[src/hdl/sorted_priority_queue_core_assert.svh]
// ---------------------------------------------------------------------------
// Assertion macros for the sorted priority queue core
// Hold the clock and reset context for the concurrent checks in one place.
// ---------------------------------------------------------------------------
`ifndef SORTED_PRIORITY_QUEUE_CORE_ASSERT_SVH
`define SORTED_PRIORITY_QUEUE_CORE_ASSERT_SVH

// Check an expression at every edge outside reset.
`define SPQ_ASSERT_ALWAYS(label, expr) \
  label: assert property (@(posedge clk_i) disable iff (!rst_ni) (expr)) \
    else $error("sorted priority queue check failed");

// Check that a condition implies a consequence in the next cycle.
`define SPQ_ASSERT_NEXT(label, ante, cons) \
  label: assert property (@(posedge clk_i) disable iff (!rst_ni) (ante) |=> (cons)) \
    else $error("sorted priority queue check failed");

`endif

[src/hdl/spq_pkg.sv]
// ---------------------------------------------------------------------------
// Sorted priority queue package
// Types and codes shared by the queue cells and the top level.
// ---------------------------------------------------------------------------
package spq_pkg;

  localparam int unsigned DataW = 32;

  typedef enum logic {
    KIND_INSERT = 1'b0,
    KIND_REMOVE = 1'b1
  } kind_e;

  typedef enum logic [1:0] {
    STATUS_DONE  = 2'd0,
    STATUS_EMPTY = 2'd1,
    STATUS_FULL  = 2'd2
  } status_e;

  // One stored entry as seen by a neighbor cell.
  typedef struct packed {
    logic                    occ;
    logic signed [DataW-1:0] value;
    logic signed [DataW-1:0] prio;
  } entry_t;

  // Operation broadcast to every cell; ins and rem are already qualified.
  typedef struct packed {
    logic                    ins;
    logic                    rem;
    logic signed [DataW-1:0] value;
    logic signed [DataW-1:0] prio;
  } op_t;

endpackage

[src/hdl/spq_cell.sv]
// ---------------------------------------------------------------------------
// Sorted priority queue cell
// Hold one entry; on insert compare and shift right, on remove shift left.
// ---------------------------------------------------------------------------
module spq_cell import spq_pkg::*; (
  input  logic   clk_i,
  input  logic   rst_ni,
  input  op_t    op_i,
  input  entry_t left_i,
  input  logic   left_cond_i,
  input  entry_t right_i,
  output entry_t entry_o,
  output logic   cond_o
);

  logic                    occ_q, occ_d;
  logic signed [DataW-1:0] value_q, value_d;
  logic signed [DataW-1:0] priority_q, priority_d;

  // Insert point at or before this cell: empty, or stored priority not below new.
  assign cond_o = !occ_q || !(priority_q < op_i.prio);

  always_comb begin
    occ_d      = occ_q;
    value_d    = value_q;
    priority_d = priority_q;
    if (op_i.ins) begin
      if (left_cond_i) begin
        occ_d      = left_i.occ;
        value_d    = left_i.value;
        priority_d = left_i.prio;
      end else if (cond_o) begin
        occ_d      = 1'b1;
        value_d    = op_i.value;
        priority_d = op_i.prio;
      end
    end else if (op_i.rem) begin
      occ_d      = right_i.occ;
      value_d    = right_i.value;
      priority_d = right_i.prio;
    end
  end

  always_ff @(posedge clk_i or negedge rst_ni) begin
    if (!rst_ni) begin
      occ_q <= 1'b0;
    end else begin
      occ_q <= occ_d;
    end
  end

  always_ff @(posedge clk_i) begin
    value_q    <= value_d;
    priority_q <= priority_d;
  end

  assign entry_o = '{occ: occ_q, value: value_q, prio: priority_q};

endmodule

[src/hdl/sorted_priority_queue_core.sv]
// ---------------------------------------------------------------------------
// Sorted priority queue core
// Bounded priority queue built as a row of compare-and-shift cells.
// ---------------------------------------------------------------------------
// The queue holds up to CAPACITY entries in ascending priority order, front
// entry in cell 0. An insert item (tuser 0) places its entry before the first
// stored entry whose priority is greater than or equal to its own, so equal
// priorities leave in reverse order of arrival; a remove item (tuser 1) takes
// out the front entry and returns it. Every item yields exactly one result
// item whose tuser is the status: 0 done, 1 remove on empty, 2 insert on full.
// Data and priority of a result are zero except on a successful remove. Every
// cell compares its own priority with the new one in parallel and loads from
// its left or right neighbor in the same edge, so a new item is taken every
// cycle while the result register is free or is being drained. The result is
// registered and valid in the cycle after the item is accepted. After reset
// the queue is empty at once; no clearing pass is needed.
`include "sorted_priority_queue_core_assert.svh"

module sorted_priority_queue_core import spq_pkg::*; #(
  parameter int unsigned CAPACITY = 16
) (
  input  logic        clk_i,
  input  logic        rst_ni,
  // Input item stream.
  input  logic        s_axis_tvalid_i,
  output logic        s_axis_tready_o,
  input  logic [63:0] s_axis_tdata_i,   // [31:0] item_value, [63:32] item_priority
  input  logic [0:0]  s_axis_tuser_i,   // [0] kind
  // Result item stream.
  output logic        m_axis_tvalid_o,
  input  logic        m_axis_tready_i,
  output logic [63:0] m_axis_tdata_o,   // [31:0] out_value, [63:32] out_priority
  output logic [1:0]  m_axis_tuser_o    // [1:0] status
);

  // Cell row wiring.
  entry_t [CAPACITY-1:0] entry;
  logic   [CAPACITY-1:0] cond;
  logic   [CAPACITY-1:0] occ_vec;
  op_t                   op;

  logic    in_accept;
  kind_e   kind;
  logic    full, empty;

  // Result register.
  logic                    out_valid_q, out_valid_d;
  status_e                 out_status_q, out_status_d;
  logic signed [DataW-1:0] out_value_q, out_value_d;
  logic signed [DataW-1:0] out_priority_q, out_priority_d;

  // Accept while the result slot is free or drains this cycle.
  assign s_axis_tready_o = !out_valid_q || m_axis_tready_i;
  assign in_accept       = s_axis_tvalid_i && s_axis_tready_o;
  assign kind            = kind_e'(s_axis_tuser_i[0]);

  // Occupancy is a thermometer: last cell full means queue full.
  assign full  = occ_vec[CAPACITY-1];
  assign empty = !occ_vec[0];

  // Broadcast the qualified operation to every cell.
  assign op.ins   = in_accept && (kind == KIND_INSERT) && !full;
  assign op.rem   = in_accept && (kind == KIND_REMOVE) && !empty;
  assign op.value = $signed(s_axis_tdata_i[31:0]);
  assign op.prio  = $signed(s_axis_tdata_i[63:32]);

  for (genvar i = 0; i < CAPACITY; i++) begin : g_cell
    entry_t left_entry, right_entry;
    logic   left_cond;

    if (i == 0) begin : g_head
      assign left_entry = '0;
      assign left_cond  = 1'b0;
    end else begin : g_body
      assign left_entry = entry[i-1];
      assign left_cond  = cond[i-1];
    end

    if (i == CAPACITY - 1) begin : g_tail
      assign right_entry = '0;
    end else begin : g_inner
      assign right_entry = entry[i+1];
    end

    spq_cell u_cell (
      .clk_i       (clk_i),
      .rst_ni      (rst_ni),
      .op_i        (op),
      .left_i      (left_entry),
      .left_cond_i (left_cond),
      .right_i     (right_entry),
      .entry_o     (entry[i]),
      .cond_o      (cond[i])
    );

    assign occ_vec[i] = entry[i].occ;
  end

  // Build the result for the accepted item; hold it until taken.
  always_comb begin
    out_valid_d    = out_valid_q;
    out_status_d   = out_status_q;
    out_value_d    = out_value_q;
    out_priority_d = out_priority_q;
    if (m_axis_tready_i) begin
      out_valid_d = 1'b0;
    end
    if (in_accept) begin
      out_valid_d    = 1'b1;
      out_status_d   = STATUS_DONE;
      out_value_d    = '0;
      out_priority_d = '0;
      case (kind)
        KIND_INSERT: begin
          if (full) begin
            out_status_d = STATUS_FULL;
          end
        end
        KIND_REMOVE: begin
          if (empty) begin
            out_status_d = STATUS_EMPTY;
          end else begin
            out_value_d    = entry[0].value;
            out_priority_d = entry[0].prio;
          end
        end
        default: begin
          out_status_d = STATUS_DONE;
        end
      endcase
    end
  end

  always_ff @(posedge clk_i or negedge rst_ni) begin
    if (!rst_ni) begin
      out_valid_q  <= 1'b0;
      out_status_q <= STATUS_DONE;
    end else begin
      out_valid_q  <= out_valid_d;
      out_status_q <= out_status_d;
    end
  end

  always_ff @(posedge clk_i) begin
    out_value_q    <= out_value_d;
    out_priority_q <= out_priority_d;
  end

  assign m_axis_tvalid_o = out_valid_q;
  assign m_axis_tdata_o  = {out_priority_q, out_value_q};
  assign m_axis_tuser_o  = out_status_q;

  // Events watched by the checks below.
  logic rem_on_empty, empty_reported;
  assign rem_on_empty   = in_accept && (kind == KIND_REMOVE) && empty;
  assign empty_reported = m_axis_tvalid_o && (m_axis_tuser_o == STATUS_EMPTY);

  // Occupied cells always form a contiguous run from the front.
  `SPQ_ASSERT_ALWAYS(a_occ_thermometer, (occ_vec & (occ_vec + CAPACITY'(1))) == '0)

  // A remove on an empty queue reports empty on the next cycle.
  `SPQ_ASSERT_NEXT(a_remove_empty, rem_on_empty, empty_reported)

  // A successful insert leaves the front cell occupied and reports done.
  `SPQ_ASSERT_NEXT(a_insert_fills, op.ins, occ_vec[0] && (m_axis_tuser_o == STATUS_DONE))

endmodule
[config.mk]
export PLATFORM = sky130hd
export DESIGN_NAME = sorted_priority_queue_core
export DESIGN_NICKNAME = d
export VERILOG_FILES = /design/src/hdl/spq_pkg.sv /design/src/hdl/spq_cell.sv /design/src/hdl/sorted_priority_queue_core.sv
export VERILOG_INCLUDE_DIRS = /design/src /design/src/hdl
export SDC_FILE = /design/constraint.sdc
export NUM_CORES = 2
export LEC_CHECK = 0
export BUFFER_PORTS_ARGS = -buffer_cell sky130_fd_sc_hd__buf_2
export CAP_MARGIN = 40
export CORE_AREA = 2 2 366 368
export CTS_CLUSTER_SIZE = 30
export DETAILED_ROUTE_END_ITERATION = 6
export DIE_AREA = 0 0 368 370
export GPL_ROUTABILITY_DRIVEN = 0
export HOLD_SLACK_MARGIN = 0.08
export PLACE_DENSITY = 0.68
export SYNTH_ARGS = -nofsm -noshare
export SYNTH_HDL_FRONTEND = slang
export SYNTH_HIERARCHICAL = 1
export SYNTH_SLANG_ARGS = --single-unit
[constraint.sdc]
create_clock -name clk_i -period 8.17 [get_ports clk_i]
set_input_delay 1.2255 -clock clk_i [delete_from_list [all_inputs] [get_ports clk_i]]
set_output_delay 1.2255 -clock clk_i [all_outputs]
set_load 0.03 [all_outputs]
==> Word-level counts from Yosys, hierarchy flattened <==
Index checks and enable logic that the tools add are counted.
{ "word_totals": {"ff_bits": 1107, "latchBits": 0, "mem_bits_rw": 0, "romBits": 0, "input_bits": 69, "output_inout_bits": 68, "word_cells": 352, "memories": 0} }
{ "op_classes": {"addsub": 0, "n_mul": 0, "n_div": 0, "magnitude_cmp": 16, "eq_ne": 16, "n_shift": 0, "mux": 193, "bitwise_logic": 1, "reduce_logical": 74} }
{ "ops": {"columns": ["op", "n"], "rows": [
  ["two-way mux 32 bit", 125],
  ["< comparator 32 bit", 16],
  ["two-way mux 1 bit", 66],
  ["!= test 3 x 1 -> 1 bit, second input constant", 12],
  ["AND reduction 2 bit", 17],
  ["logical NOT 1 bit", 33],
  ["logical OR 1 bit", 17],
  ["!= test 3 x 2 -> 1 bit, second input constant", 3],
  ["logical AND 1 bit", 5],
  ["one-hot mux 2 bit (2 select lines)", 1],
  ["nonzero test 2 bit", 2],
  ["two-way mux 2 bit", 1],
  ["!= test 2 bit, second input constant", 1],
  ["inverter 1 bit", 1]
]} }

==> Longest topological paths before layout <==
{ "logic_depth": {"ltp_word": 7, "depth_mapped": 14, "ltp_nobuf": 12} }

==> Modules after synthesis <==
Netlist, hierarchy kept.
{ "modules_own_cells": {"columns": ["mod", "instances", "cells_each", "area_each_um2", "seq_area_each_um2"], "rows": [
  ["spq_cell (g_cell[0].u_cell ...)", 12, 399, 4116.4, 1946.9],
  ["spq_cell (g_cell[6].u_cell ...)", 4, 406, 4117.7, 1946.9],
  ["sorted_priority_queue_core", 1, 157, 2617.5, 1996.9]
]} }

==> Least setup slack after synthesis <==
Ideal clock, no wire load.
{ "synth_path": {"path_type": "input to register", "from": "input port s_axis_tdata_i[46]", "to": "register g_cell[6].u_cell.priority_q[0], enable pin", "setup_time_ps": 487, "t_arrival_ps": 6043, "t_required_ps": 7683, "slack_ps": 1640, "path_stages": 13, "n_path_buf": 2, "cell_sequence": "inv_1 > ha_1 > nand4_2 > or4_1 > o32a_1 > a21oi_2 > o21ai_2 > nand3_1 > clkbuf_1 > buf_2 > inv_1 > a41o_1 > nor2_1"} }
{ "synth_between": {"elab_chain_cells": 5, "word_cells_on_any_way": 8, "classes_between": "order compare (2); eq/ne (1); reduce/logical (5)"} }
{ "synth_rtl": {"columns": ["element", "line_no", "source"], "rows": [
  ["start, declared", "sorted_priority_queue_core.sv:27", "input logic [63:0] s_axis_tdata_i,"],
  ["< comparator 32 bit", "spq_cell.sv:21", "assign cond_o = !occ_q || !(priority_q < op_i.prio);"],
  ["logical NOT 1 bit", "spq_cell.sv:21", null],
  ["logical OR 1 bit", "spq_cell.sv:21", null],
  ["named net cond[5]", "sorted_priority_queue_core.sv:38", "logic [CAPACITY-1:0] cond;"],
  ["!= test 3 x 1 -> 1 bit (no line)", null, null],
  ["AND reduction 2 bit (no line)", null, null],
  ["end signal, assigned", "spq_cell.sv:54", "priority_q <= priority_d;"],
  ["end, declared", "spq_cell.sv:18", "logic signed [DataW-1:0] priority_q, priority_d;"]
]} }
The timed path passes the listed nets, and every way through them passes these cells.
A chain may end at the register's enable or synchronous reset.

==> Final worst setup path <==
{ "layout_path": {"from": "input port s_axis_tdata_i[34]", "to": "register g_cell[8].u_cell.value_q[24], enable pin"} }
{ "layout_between": {"elab_chain_cells": 5, "word_cells_on_any_way": 8, "classes_between": "order compare (2); eq/ne (1); reduce/logical (5)"} }
{ "layout_rtl": {"columns": ["element", "line_no", "source"], "rows": [
  ["< comparator 32 bit", "spq_cell.sv:21", null],
  ["logical NOT 1 bit", "spq_cell.sv:21", null],
  ["logical OR 1 bit", "spq_cell.sv:21", null],
  ["named net cond[7]", "sorted_priority_queue_core.sv:38", null],
  ["!= test 3 x 1 -> 1 bit (no line)", null, null],
  ["AND reduction 2 bit (no line)", null, null],
  ["end signal, assigned", "spq_cell.sv:53", "value_q <= value_d;"],
  ["end, declared", "spq_cell.sv:17", "logic signed [DataW-1:0] value_q, value_d;"]
]} }
The timed path passes the listed nets, and every way through them passes these cells.

==> summary.md <==
| Metric | Value |
|---|---|
| Clock root cell | `clkbuf_16` |
| Reg2reg setup slack | `3710 ps` |
| CTS resizes | `0` |
| Final wirelength | `~170000 um` |
| Initial antenna violation count | `11` |
| Largest net degree at the start of global routing | `~260` |
| Worst-Skew Late Latency | `between 700 and 800 ps` |
| Worst slew margin | `24.48%` |
| Crit path launch type | `primary input` |
| Worst-Margin Slew | `1133 ps` |
| Dpl hpwl | `117700 um` |
| Setup TNS | `0 ps` |
| DRC marker count from the first detailed-route iteration | `4897` |
| Post-Syn Area | `between 60000 and 70000 um^2` |
| Gr ovfl total | `0` |
| Chip height | `~370 um` |
| Period utilisation layout | `~64%` |
| CTS H-tree depth | `4` |
| Final hold vios | `0` |
| First-pass GRT wire length | `between 200000 and 300000 um` |
| PwrDens | `roughly 280 nW/um^2` |
| Reg2Reg Launch Point | `g_cell[7].u_cell/priority_q[2]` |
| Core box area | `between 100000 and 150000 um^2` |
| Top achievable clock speed | `around 0.19 GHz` |
| Crit path arrival time | `approximately 5600 ps` |
| Sink Count | `around 1.1k` |
| Status | `finished, final reports clean` |
| Post-DRT Antenna Nets | `0` |
| Layout cells sized above 1 | `~8.2%` |
| Residual DRC count | `0` |
| Clk slew on worst S/H paths | `approximately 50 ps` |
| Final setup vio count | `0` |
| Io pins | `between 100 and 150` |
| Critical path capture point type | `flop` |
| FILL cells | `around 11k` |
| WL per Instance | `roughly 20 um` |
| Crit Path Max Fanout | `33` |
| TritonCTS clock tree | `done` |
| Crit Path Class | `primary input to flop` |
| Via density | `5.701` |
| Mean post-synth cell area | `about 10 um^2` |
| Hold_buf cts | `0` |
| Die area | `roughly 140000 um^2` |
| Synth Instances | `between 6k and 7k` |
| Vias | `roughly 49k` |
| Yosys warns | `6` |
| Die width | `368 um` |
| Post-route minimum period | `around 5200 ps` |
| # rows | `between 100 and 150` |
| Worst hold path type | `flop to flop` |
| Startpoint of the worst hold path | `m_axis_tuser_o[0]` |
| Setup crit start | `s_axis_tdata_i[34]` |
| Post-CTS Setup Bufs | `0` |
| First-pass DRT Iterations | `7` |
| Layout Nets | `7234` |
| GRT Overall Usage | `about a quarter` |
| Clock skew | `roughly 23 ps` |
| Max IR drop VDD | `about 250 uV` |
| CTS Buf Count | `between 100 and 150` |
| Final Slew Violations | `0` |
| Final Util | `57.27%` |
| Initial core utilization | `between 50% and 60%` |
| Area delta synth->final | `10.77%` |
| Leakage | `between 30 and 40 nW` |
| RSZ-0062 raised after global routing | `no` |
| Vias in the first global route | `around 47k` |
| Critical Path RT | `8560 ps` |
| Port Buffers | `about 140` |
| Max-cap check violation count | `0` |
| Clock Path Buffers | `3` |
-- critical path: stages --
cell      delay, ps
buf_2           570
inv_1           110
ha_1            340
a211oi_1        190
o21ai_0         110
a211oi_1        290
o21ai_0         190
a21oi_1         290
mux2i_4         740
inv_1           150
nand3_1         110
a211oi_1         90
nor2_4          450
buf_8           240
buf_4           460
-- layout by cell type (no fill, tap or decap), types with 13 or more instances in the layout --
cell / n
a211oi_1: 32
a21oi_1: 1196
a221oi_1: 20
and3_1: 64
buf_12: 15
buf_16: 16
buf_2: 136
buf_4: 69
clkbuf_1: 34
clkbuf_16: 133
clkinv_1: 26
clkinv_2: 14
conb_1: 131
dfrtp_1: 18
edfxtp_1: 1088
ha_1: 496
inv_1: 504
mux2_2: 16
mux2i_1: 1024
nand2_1: 161
nand2b_1: 13
nand3_1: 24
nand4_1: 56
nand4_2: 16
nor2_1: 1112
nor2b_1: 18
o211ai_1: 16
o21a_1: 24
o21ai_0: 60
o22a_1: 16
-- where the power goes --
part	switching [mW]	total (mW)	leakage [nW]	internal [mW]
sequential	0.725	8.42	10.3	7.69
combinational	4.33	7.26	20.6	2.93
clock	2.34	5.64	1.98	3.29
total	7.40	21.3	32.9	13.9
-- through the flow --
stage | total power, mW | hold slack (ps) | instance area (um^2) | worst slack (ps) | instances
5_1_grt | 22.43 | 547.4 | 75850 | 2574 | 8535
2_1_floorplan | 13.76 | 537.7 | 68970 | 1640 | 6698
3_3_place_gp | 15.39 | 494.5 | 71260 | 1944 | 8285
3_5_place_dp | 15.74 | 506.6 | 71780 | 2166 | 8305
4_1_cts | 21.41 | 519.1 | 75850 | 2986 | 8535
6_report | 21.32 | 517.2 | 75860 | 2930 | 8539
-- layer usage --
| metal | wire length, um | global-route usage [%] |
|---|---|---|
| met1 | 82990 | 37.54 |
| met2 | 72130 | 36.08 |
| met3 | 10340 | 3.358 |
| met4 | 2877 | 5.471 |
| met5 | 48 | 0 |
-- area by class of cell --
| type | instances | area, um^2 | share of cell area (%) |
|---|---|---|---|
| diodes | 4 | 10.01 | 0.01320 |
| clock inverters | 61 | 584.3 | 0.7703 |
| repair buffers | 237 | 1954 | 2.576 |
| well taps | 1768 | 2212 | 2.916 |
| multi-input cells | 4688 | 32570 | 42.93 |
| inverters | 505 | 1896 | 2.499 |
| clock buffers | 169 | 3483 | 4.592 |
| flip-flops and latches | 1107 | 33150 | 43.70 |
-- worst paths after layout --
check | end | depth (start not counted)
worst min-delay path | m_axis_tuser_o[0] | 1
worst max register to register | g_cell[8].u_cell/value_q[24] | 13
worst min register to register | m_axis_tuser_o[0] | 1
min in group asynchronous | g_cell[15].u_cell/occ_q | 1
worst max-delay path | g_cell[8].u_cell/value_q[24] | 15
max in group asynchronous | g_cell[0].u_cell/occ_q | 1
-- registers in the layout, summed over array words and instances, names as in the netlist --
register,cells
m_axis_tuser_o,2
g_cell.u_cell/priority_q,512
out_value_q,32
g_cell.u_cell/occ_q,16
m_axis_tvalid_o,1
g_cell.u_cell/value_q,512
out_priority_q,32
Note: power is estimated with default switching activity, not from simulation.
